$ cat src/oxc_pkg.sv
`timescale 1ns / 1ps
// ----------------------------------------------------------------------------
// oxc_pkg
// Shared types and constants for the ordered crossover block.
// ----------------------------------------------------------------------------
package oxc_pkg;

  localparam int CLIENT_W = 7;
  localparam int SLICE_W  = 6;
  localparam int NCFG_W   = 7;

  localparam logic [NCFG_W-1:0] N_CLIENTS_RESET = 7'd64;

  typedef logic [CLIENT_W-1:0] client_t;
  typedef logic [SLICE_W-1:0]  slice_t;
  typedef logic [NCFG_W-1:0]   ncfg_t;

  typedef struct packed {
    client_t b;
    client_t a;
  } tour_pair_t;

  typedef struct packed {
    logic    clr;
    logic    wr_en;
    client_t wr_data;
  } child_ctl_t;

endpackage

$ cat src/oxc_tour_mem.sv
`timescale 1ns / 1ps
// ----------------------------------------------------------------------------
// oxc_tour_mem
// Storage for both parent tours, one entry per position, registered read.
// ----------------------------------------------------------------------------
module oxc_tour_mem #(
  parameter int MAX_CLIENTS = 64
) (
  input  logic                           clk,
  input  logic                           wr_en,
  input  logic [$clog2(MAX_CLIENTS)-1:0] wr_addr,
  input  oxc_pkg::tour_pair_t            wr_data,
  input  logic [$clog2(MAX_CLIENTS)-1:0] rd_addr,
  output oxc_pkg::tour_pair_t            rd_data
);

  oxc_pkg::tour_pair_t mem [MAX_CLIENTS];

  always_ff @(posedge clk) begin
    if (wr_en) begin
      mem[wr_addr] <= wr_data;
    end
    rd_data <= mem[rd_addr];
  end

endmodule

$ cat src/oxc_child_mem.sv
`timescale 1ns / 1ps
// ----------------------------------------------------------------------------
// oxc_child_mem
// Child tour storage with one valid bit per slot; unwritten slots read zero.
// ----------------------------------------------------------------------------
module oxc_child_mem #(
  parameter int MAX_CLIENTS = 64
) (
  input  logic                           clk,
  input  logic                           rst,
  input  oxc_pkg::child_ctl_t            ctl,
  input  logic [$clog2(MAX_CLIENTS)-1:0] wr_addr,
  input  logic [$clog2(MAX_CLIENTS)-1:0] rd_addr,
  output oxc_pkg::client_t               rd_data
);

  oxc_pkg::client_t       mem [MAX_CLIENTS];
  logic [MAX_CLIENTS-1:0] valid;
  oxc_pkg::client_t       q;
  logic                   q_valid;

  always_ff @(posedge clk) begin
    if (rst) begin
      valid <= '0;
    end else if (ctl.clr) begin
      valid <= '0;
    end else if (ctl.wr_en) begin
      valid[wr_addr] <= 1'b1;
    end
  end

  always_ff @(posedge clk) begin
    if (ctl.wr_en) begin
      mem[wr_addr] <= ctl.wr_data;
    end
    q       <= mem[rd_addr];
    q_valid <= valid[rd_addr];
  end

  assign rd_data = q_valid ? q : '0;

endmodule

$ cat src/oxc_seq.sv
`timescale 1ns / 1ps
// ----------------------------------------------------------------------------
// oxc_seq
// Sequencer for load, slice copy, fill scan and child emission.
// ----------------------------------------------------------------------------
module oxc_seq #(
  parameter int MAX_CLIENTS = 64
) (
  input  logic                           clk,
  input  logic                           rst,
  input  oxc_pkg::ncfg_t                 n_clients,
  input  logic                           in_valid,
  output logic                           in_ready,
  input  oxc_pkg::client_t               parent_a_client,
  input  oxc_pkg::client_t               parent_b_client,
  input  oxc_pkg::slice_t                slice_start,
  input  oxc_pkg::slice_t                slice_end,
  output logic                           tour_wr_en,
  output logic [$clog2(MAX_CLIENTS)-1:0] tour_wr_addr,
  output oxc_pkg::tour_pair_t            tour_wr_data,
  output logic [$clog2(MAX_CLIENTS)-1:0] tour_rd_addr,
  input  oxc_pkg::tour_pair_t            tour_rd_data,
  output oxc_pkg::child_ctl_t            child_ctl,
  output logic [$clog2(MAX_CLIENTS)-1:0] child_wr_addr,
  output logic [$clog2(MAX_CLIENTS)-1:0] child_rd_addr,
  input  oxc_pkg::client_t               child_rd_data,
  output logic                           out_valid,
  input  logic                           out_ready,
  output oxc_pkg::client_t               out_client,
  output logic                           out_last
);

  localparam int AW  = $clog2(MAX_CLIENTS);
  localparam int CW  = $clog2(MAX_CLIENTS + 1);
  localparam int NW  = (CW > oxc_pkg::CLIENT_W) ? CW : oxc_pkg::CLIENT_W;
  localparam int IXW = (AW > oxc_pkg::CLIENT_W) ? AW : oxc_pkg::CLIENT_W;

  typedef enum logic [2:0] {
    ST_LOAD, ST_PREP, ST_COPY_RD, ST_COPY_WR, ST_FILL_RD, ST_FILL_WR, ST_EMIT_RD, ST_EMIT_OUT
  } state_t;

  state_t                 state;
  logic [AW-1:0]          lc;
  oxc_pkg::slice_t        s_reg;
  oxc_pkg::slice_t        e_reg;
  logic [AW-1:0]          ec;
  logic [AW-1:0]          p;
  logic [AW-1:0]          j;
  logic [AW-1:0]          pos;
  logic [AW-1:0]          k;
  logic [CW-1:0]          written;
  logic [CW-1:0]          cnt;
  logic [MAX_CLIENTS-1:0] marks;

  logic [NW-1:0]  n_ext;
  logic [CW-1:0]  n_eff;
  logic [CW-1:0]  n_last;
  logic [AW-1:0]  n_last_ix;
  logic [CW-1:0]  lc_inc;
  logic [NW-1:0]  s_ext;
  logic [NW-1:0]  e_ext;
  logic [AW-1:0]  sc_w;
  logic [AW-1:0]  ec_w;
  logic [IXW-1:0] a_ix_full;
  logic [IXW-1:0] b_ix_full;
  logic [AW-1:0]  a_idx;
  logic [AW-1:0]  b_idx;
  logic           a_in;
  logic           b_in;
  logic           b_marked;
  logic           fill_take;
  logic           out_free;
  oxc_pkg::client_t a_q;
  oxc_pkg::client_t b_q;

  function automatic logic [AW-1:0] wrap_inc(input logic [AW-1:0] x,
                                             input logic [AW-1:0] last);
    return (x == last) ? '0 : x + 1'b1;
  endfunction

  assign n_ext     = NW'(n_clients);
  assign n_eff     = (n_ext < NW'(2)) ? CW'(2) :
                     (n_ext > NW'(MAX_CLIENTS)) ? CW'(MAX_CLIENTS) : CW'(n_ext);
  assign n_last    = n_eff - CW'(1);
  assign n_last_ix = n_last[AW-1:0];
  assign lc_inc    = CW'(lc) + CW'(1);

  assign s_ext = NW'(s_reg);
  assign e_ext = NW'(e_reg);
  assign sc_w  = (s_ext >= NW'(n_eff)) ? n_last_ix : s_ext[AW-1:0];
  assign ec_w  = (e_ext >= NW'(n_eff)) ? n_last_ix : e_ext[AW-1:0];

  assign a_q = tour_rd_data.a;
  assign b_q = tour_rd_data.b;

  assign a_in      = (a_q != '0) && (NW'(a_q) <= NW'(MAX_CLIENTS));
  assign b_in      = (b_q != '0) && (NW'(b_q) <= NW'(MAX_CLIENTS));
  assign a_ix_full = IXW'(a_q) - IXW'(1);
  assign b_ix_full = IXW'(b_q) - IXW'(1);
  assign a_idx     = a_ix_full[AW-1:0];
  assign b_idx     = b_ix_full[AW-1:0];
  assign b_marked  = b_in && marks[b_idx];
  assign fill_take = !b_marked && (written < n_eff);
  assign out_free  = !out_valid || out_ready;

  assign in_ready       = (state == ST_LOAD);
  assign tour_wr_en     = in_valid && in_ready;
  assign tour_wr_addr   = lc;
  assign tour_wr_data.a = parent_a_client;
  assign tour_wr_data.b = parent_b_client;
  assign tour_rd_addr   = (state == ST_FILL_RD) ? j : p;

  assign child_ctl.clr     = (state == ST_PREP);
  assign child_ctl.wr_en   = (state == ST_COPY_WR) || ((state == ST_FILL_WR) && fill_take);
  assign child_ctl.wr_data = (state == ST_COPY_WR) ? a_q : b_q;
  assign child_wr_addr     = (state == ST_COPY_WR) ? p : pos;
  assign child_rd_addr     = k;

  always_ff @(posedge clk) begin
    if (rst) begin
      state     <= ST_LOAD;
      lc        <= '0;
      s_reg     <= '0;
      e_reg     <= '0;
      marks     <= '0;
      out_valid <= 1'b0;
    end else begin
      if (out_valid && out_ready && (state != ST_EMIT_OUT)) begin
        out_valid <= 1'b0;
      end
      unique case (state)
        ST_LOAD: begin
          if (in_valid) begin
            if (lc == '0) begin
              s_reg <= slice_start;
              e_reg <= slice_end;
            end
            if (lc_inc >= n_eff) begin
              lc    <= '0;
              state <= ST_PREP;
            end else begin
              lc <= lc + 1'b1;
            end
          end
        end
        ST_PREP: begin
          marks   <= '0;
          p       <= sc_w;
          ec      <= ec_w;
          written <= '0;
          state   <= ST_COPY_RD;
        end
        ST_COPY_RD: begin
          state <= ST_COPY_WR;
        end
        ST_COPY_WR: begin
          if (a_in) begin
            marks[a_idx] <= 1'b1;
          end
          written <= written + CW'(1);
          if (p == ec) begin
            j     <= wrap_inc(ec, n_last_ix);
            pos   <= wrap_inc(ec, n_last_ix);
            cnt   <= '0;
            state <= ST_FILL_RD;
          end else begin
            p     <= wrap_inc(p, n_last_ix);
            state <= ST_COPY_RD;
          end
        end
        ST_FILL_RD: begin
          state <= ST_FILL_WR;
        end
        ST_FILL_WR: begin
          if (fill_take) begin
            pos     <= wrap_inc(pos, n_last_ix);
            written <= written + CW'(1);
          end
          cnt <= cnt + CW'(1);
          if (cnt == n_last) begin
            k     <= '0;
            state <= ST_EMIT_RD;
          end else begin
            j     <= wrap_inc(j, n_last_ix);
            state <= ST_FILL_RD;
          end
        end
        ST_EMIT_RD: begin
          state <= ST_EMIT_OUT;
        end
        ST_EMIT_OUT: begin
          if (out_free) begin
            out_valid  <= 1'b1;
            out_client <= child_rd_data;
            out_last   <= (k == n_last_ix);
            if (k == n_last_ix) begin
              state <= ST_LOAD;
            end else begin
              k     <= k + 1'b1;
              state <= ST_EMIT_RD;
            end
          end
        end
        default: begin
          state <= ST_LOAD;
        end
      endcase
    end
  end

endmodule

$ cat src/ordered_crossover_permutation_top.sv
`timescale 1ns / 1ps
// ----------------------------------------------------------------------------
// ordered_crossover_permutation_top
// Ordered crossover of two parent tours into one child tour.
// ----------------------------------------------------------------------------
//  Channel  Signals                        Contents
//  cfg      cfg_valid/cfg_ready/cfg_data   n_clients
//  s        s_tvalid/s_tready/s_tdata      one position of both parents
//  m        m_tvalid/m_tready/m_tdata      one child position, tlast on the final
//
// Loading accepts one transaction per cycle. After the n-th load the run has a
// setup state, a read and a write state per copied slice position and per
// scanned position of the second parent, then a read and an output state per
// emitted result, the read states covering the registered read of the tour and
// child memories. A stalled output holds the emission; a pending final result
// does not block loading. Reset restores n_clients to 64 and returns to loading.
// ----------------------------------------------------------------------------
module ordered_crossover_permutation_top #(
  parameter int MAX_CLIENTS = 64
) (
  input  logic        clk,
  input  logic        rst,
  input  logic        cfg_valid,
  output logic        cfg_ready,
  input  logic [6:0]  cfg_data,
  input  logic        s_tvalid,
  output logic        s_tready,
  // parent_a_client[6:0], parent_b_client[13:7], slice_start[19:14],
  // slice_end[25:20], zero fill [31:26]
  input  logic [31:0] s_tdata,
  output logic        m_tvalid,
  input  logic        m_tready,
  // child_client[6:0], zero fill [7]
  output logic [7:0]  m_tdata,
  output logic        m_tlast
);

  localparam int AW = $clog2(MAX_CLIENTS);

  oxc_pkg::ncfg_t      n_clients;
  logic                tour_wr_en;
  logic [AW-1:0]       tour_wr_addr;
  oxc_pkg::tour_pair_t tour_wr_data;
  logic [AW-1:0]       tour_rd_addr;
  oxc_pkg::tour_pair_t tour_rd_data;
  oxc_pkg::child_ctl_t child_ctl;
  logic [AW-1:0]       child_wr_addr;
  logic [AW-1:0]       child_rd_addr;
  oxc_pkg::client_t    child_rd_data;
  oxc_pkg::client_t    out_client;

  assign cfg_ready = 1'b1;

  always_ff @(posedge clk) begin
    if (rst) begin
      n_clients <= oxc_pkg::N_CLIENTS_RESET;
    end else if (cfg_valid && cfg_ready) begin
      n_clients <= cfg_data;
    end
  end

  oxc_seq #(
    .MAX_CLIENTS(MAX_CLIENTS)
  ) u_seq (
    .clk             (clk),
    .rst             (rst),
    .n_clients       (n_clients),
    .in_valid        (s_tvalid),
    .in_ready        (s_tready),
    .parent_a_client (s_tdata[6:0]),
    .parent_b_client (s_tdata[13:7]),
    .slice_start     (s_tdata[19:14]),
    .slice_end       (s_tdata[25:20]),
    .tour_wr_en      (tour_wr_en),
    .tour_wr_addr    (tour_wr_addr),
    .tour_wr_data    (tour_wr_data),
    .tour_rd_addr    (tour_rd_addr),
    .tour_rd_data    (tour_rd_data),
    .child_ctl       (child_ctl),
    .child_wr_addr   (child_wr_addr),
    .child_rd_addr   (child_rd_addr),
    .child_rd_data   (child_rd_data),
    .out_valid       (m_tvalid),
    .out_ready       (m_tready),
    .out_client      (out_client),
    .out_last        (m_tlast)
  );

  oxc_tour_mem #(
    .MAX_CLIENTS(MAX_CLIENTS)
  ) u_tour_mem (
    .clk     (clk),
    .wr_en   (tour_wr_en),
    .wr_addr (tour_wr_addr),
    .wr_data (tour_wr_data),
    .rd_addr (tour_rd_addr),
    .rd_data (tour_rd_data)
  );

  oxc_child_mem #(
    .MAX_CLIENTS(MAX_CLIENTS)
  ) u_child_mem (
    .clk     (clk),
    .rst     (rst),
    .ctl     (child_ctl),
    .wr_addr (child_wr_addr),
    .rd_addr (child_rd_addr),
    .rd_data (child_rd_data)
  );

  assign m_tdata = {1'b0, out_client};

`ifndef NO_ASSERTIONS
  // While loading, only the final result of the previous run may still wait.
  a_pending_is_last: assert property (@(posedge clk) disable iff (rst)
    s_tready && m_tvalid |-> m_tlast)
    else $error("non-final result pending while loading");

  // A result that waits for the receiver keeps its contents.
  a_out_hold: assert property (@(posedge clk) disable iff (rst)
    m_tvalid && !m_tready |=> m_tvalid && $stable(m_tdata) && $stable(m_tlast))
    else $error("output transaction changed while stalled");
`endif

endmodule

$ cat config.mk
export PLATFORM = sky130hd
export DESIGN_NAME = ordered_crossover_permutation_top
export DESIGN_NICKNAME = d
export VERILOG_FILES = /design/src/oxc_pkg.sv /design/src/oxc_tour_mem.sv /design/src/oxc_child_mem.sv /design/src/oxc_seq.sv /design/src/ordered_crossover_permutation_top.sv
export SDC_FILE = /design/constraint.sdc
export NUM_CORES = 2
export LEC_CHECK = 0
export ABC_AREA = 0
export ABC_CLOCK_PERIOD_IN_PS = 6300
export BUFFER_PORTS_ARGS = -buffer_cell sky130_fd_sc_hd__buf_2
export CAP_MARGIN = 20
export CORE_MARGIN = 1.5
export CORE_UTILIZATION = 35
export DETAILED_ROUTE_END_ITERATION = 8
export SETUP_SLACK_MARGIN = 0.4
export SLEW_MARGIN = 40
export SYNTH_ARGS = -nofsm -noshare
export SYNTH_HDL_FRONTEND = slang
export SYNTH_SLANG_ARGS = --single-unit
$ cat constraint.sdc
create_clock -name clk -period 6.3 [get_ports clk]
set_input_delay 1.26 -clock clk [delete_from_list [all_inputs] [get_ports clk]]
set_output_delay 1.26 -clock clk [all_outputs]
set_load 0.02 [all_outputs]
==> impl_metrics.yaml <==
outcome:
  status: "complete, no violations"
drt:
  via_count: 32200
  drt-total-wl_mm: 146
  detail_route.first_pass.iterations: 6
  drc_errors: 0
  wl_per_cell_um: 24.0
  drtAntennaViolNets: 0
  vias_per_cell: 5.29
  drtIter0Drc: 3097
cells_and_area:
  fill_cells: 15800
  syn_to_final_growth_pct: 14.7
  final_nets: 3667
  multi_input_comb_area_mm2: 0.0169
  drive_gt1_frac: 0.256
  top_regs: "u_tour_mem.mem x896, u_child_mem.mem x448"
  post-route-util: 0.404
  largest_register: "u_tour_mem.mem"
  final-seq-area_mm2: 0.0455
  largest_reg_flops: 896
sta:
  slew_violations: 0
  maxSlewHeadroom: 0.406
  hold_viol_final: 0
  finalCritPeriodShare: 0.723
  tightest_slew_ns: 0.890
  period_needed_ns: 4.55
  setup_violations: 0
  tns_ns: 0
  max_freq_mhz: 220
  rsz0062_at_grt: "no"
  hold_ws_ns: 0.446
  finClkSkew_ns: 0.0330
  setup_ws_ns: 1.75
critical_path:
  cp_max_fo: 32
  critPathArrivalTime_ns: 5.02
  path_delay_family: "buffers and inverters"
  reg2reg_depth: 12
  worstPathCellList: "inv_1 > ha_1 > mux4_2 > mux2_2 > a22oi_1 > a31oi_1 > a211oi_4 > buf_4 > a22oi_2 > buf_4 > nor3_1 > buf_4"
  path_common_cell: "buf_4"
  critPathKind: "register to register"
  crit_buf_inv: 4
  regToRegStartpoint: "u_tour_mem.rd_data[8]"
  slowest_delay_ns: 0.85
  regToRegSetupSlack_ns: 1.75
  slowest_stage: "ha_1"
  cp-start-kind: "register"
  endpoint_kind: "register"
  r2r-end: "u_child_mem.mem[30][0]"
  required_ns: 6.76
logic_synthesis:
  netlist-cell-type-count: 69
  ys_top_cells_by_count: "1,396 x edfxtp_1, 408 x mux4_2, 220 x nor2_1, 179 x dfxtp_1, 146 x a21oi_1"
  syn-cell-area_mm2: 0.0630
  synth.net_count: 3497
  synth_edf_count: 1396
  ys_warn_count: 0
  synth_area_leaders: "edfxtp_1 67%, mux4_2 15%, dfxtp_1 5.7%, a22oi_1 1.4%, nor2_1 1.3%"
  seq_area_frac_synth: 0.723
  synthArstFlopShare: 0
  syn-instance-count: 3418
  synth_top_area_cell: "edfxtp_1"
  synth-seq-cells: 1575
  synth_top_area_frac: 0.666
  synth_most_common_cell: "edfxtp_1"
  ys.flop_type: "edfxtp_1"
  syn_avg_cell_area_um2: 18.4
cts:
  clk_pin_slew_ns: 0.06
  post_cts_resized: 0
  clk_path_buf_depth: 3
  clock_latency_ns: 0.79
  cts_setup_buffers: 0
  cts_hold_buffers: 0
  clock_sinks: 1575
  clockRootBuffer: "clkbuf_16"
  cts_max_level: 4
  cts_tree: "done"
  numCtsBuffers: 157
power:
  ir_drop_mv: 0.241
  p_total_mw: 22.2
  power_leakage_nw: 22.7
  p_per_area_mw_per_mm2: 307
global_route:
  antenna_found_initial: 6
  grt_max_degree: 131
  overflow: 0
  grt_pass1_wl_mm: 217
  first_global_vias: 32700
  grtUsageTotal: 0.161
floorplan:
  die_width_um: 427
  rows: 155
  core_area_mm2: 0.179
  die_h_um: 427
  start_util: 0.353
  die_area_mm2: 0.182
  ioPinCount: 56
place:
  dpl_worst_slack_ns: 1.78
  port_buffers: 47
  place.gp.congestion: 0.798
  dpl.hpwl_mm: 87.5
run:
  maxCapViolations: 0
min_path:
  whs_endpoint: "u_child_mem.valid[35]"
  hp-class: "register to register"
  hold_path_startpoint: "u_child_mem.valid[35]"
  whs_path_depth: 2
==> metal layers <==
metal,global-route usage,wire [µm],vias to the layer above
li1,-,-,14200
met3,0.0252,7020,234
met4,0.0550,4560,0
met5,0,0,-
met2,0.259,70500,878
met1,0.222,63900,16800
==> area by class of cell <==
| cell class | count | share of cell area |
|---|---|---|
| clock buffers | 229 | 0.0611 |
| multi-input cells | 1594 | 0.234 |
| repair buffers | 225 | 0.0246 |
| clock inverters | 62 | 0.00747 |
| diodes | 1 | 0.0000347 |
| flip-flops and latches | 1575 | 0.630 |
| inverters | 35 | 0.00182 |
| well taps | 2355 | 0.0408 |
==> kinds of logic after synthesis <==
logic type                 share of synthesized area
xor gates and xnor gates                      0.0108
muxes                                          0.151
adders and majority gates                    0.00727
DFF                                            0.723
buffers and inverters                         0.0165
and+or+nand+nor                               0.0428
AOI/OAI and AO/OA                             0.0491
other                                       0.000119
==> power breakdown <==
| part | internal (mW) | leakage [nW] | switching [mW] |
|---|---|---|---|
| registers | 11.6 | 14.1 | 0.0915 |
| logic | 0.479 | 6.19 | 0.999 |
| clock network | 5.13 | 2.40 | 3.92 |
| total | 17.2 | 22.7 | 5.01 |
==> worst reg2reg max path, stage by stage, from the launching register on <==
cell and delay, ns:
dfxtp_1 0.41, inv_1 0.15, ha_1 0.85, mux4_2 0.41, mux2_2 0.29, a22oi_1 0.24, a31oi_1 0.21, a211oi_4 0.40
buf_4 0.33, a22oi_2 0.07, buf_4 0.29, nor3_1 0.34, buf_4 0.23
==> how the worst max path moves through the flow <==
stage	from	to	slack, ns	depth (start not counted)
after floorplan	u_seq.state[0]	u_child_mem.mem[0][0]	1.92	6
after global placement	u_tour_mem.rd_data[8]	u_child_mem.mem[0][3]	1.67	9
after detailed placement	u_tour_mem.rd_data[8]	u_child_mem.mem[30][0]	1.78	12
after CTS	u_tour_mem.rd_data[8]	u_child_mem.mem[30][6]	1.75	12
after global routing	u_tour_mem.rd_data[8]	u_child_mem.mem[30][6]	1.58	12
final	u_tour_mem.rd_data[8]	u_child_mem.mem[30][0]	1.75	12
==> cell usage in the layout, fill, tap and decap left out, drive strengths merged, types with 36 or more instances in the layout <==
master,count
o21ai,81
clkinv,48
inv,42
dfxtp,179
nor3,85
xnor2,41
clkbuf,229
xor2,36
nor2,220
edfxtp,1396
a21oi,146
a22oi,121
nand3,39
mux4,408
nand2,133
buf,225
==> through the flow <==
| step | instances | area (µm²) |
|---|---|---|
| after global routing | 6075 | 72200 |
| final | 6076 | 72200 |
| after detailed placement | 5782 | 67200 |
| after global placement | 5772 | 66900 |
| after CTS | 6073 | 72200 |
| after floorplan | 3418 | 63000 |
Power figures use the tool's default switching activity.
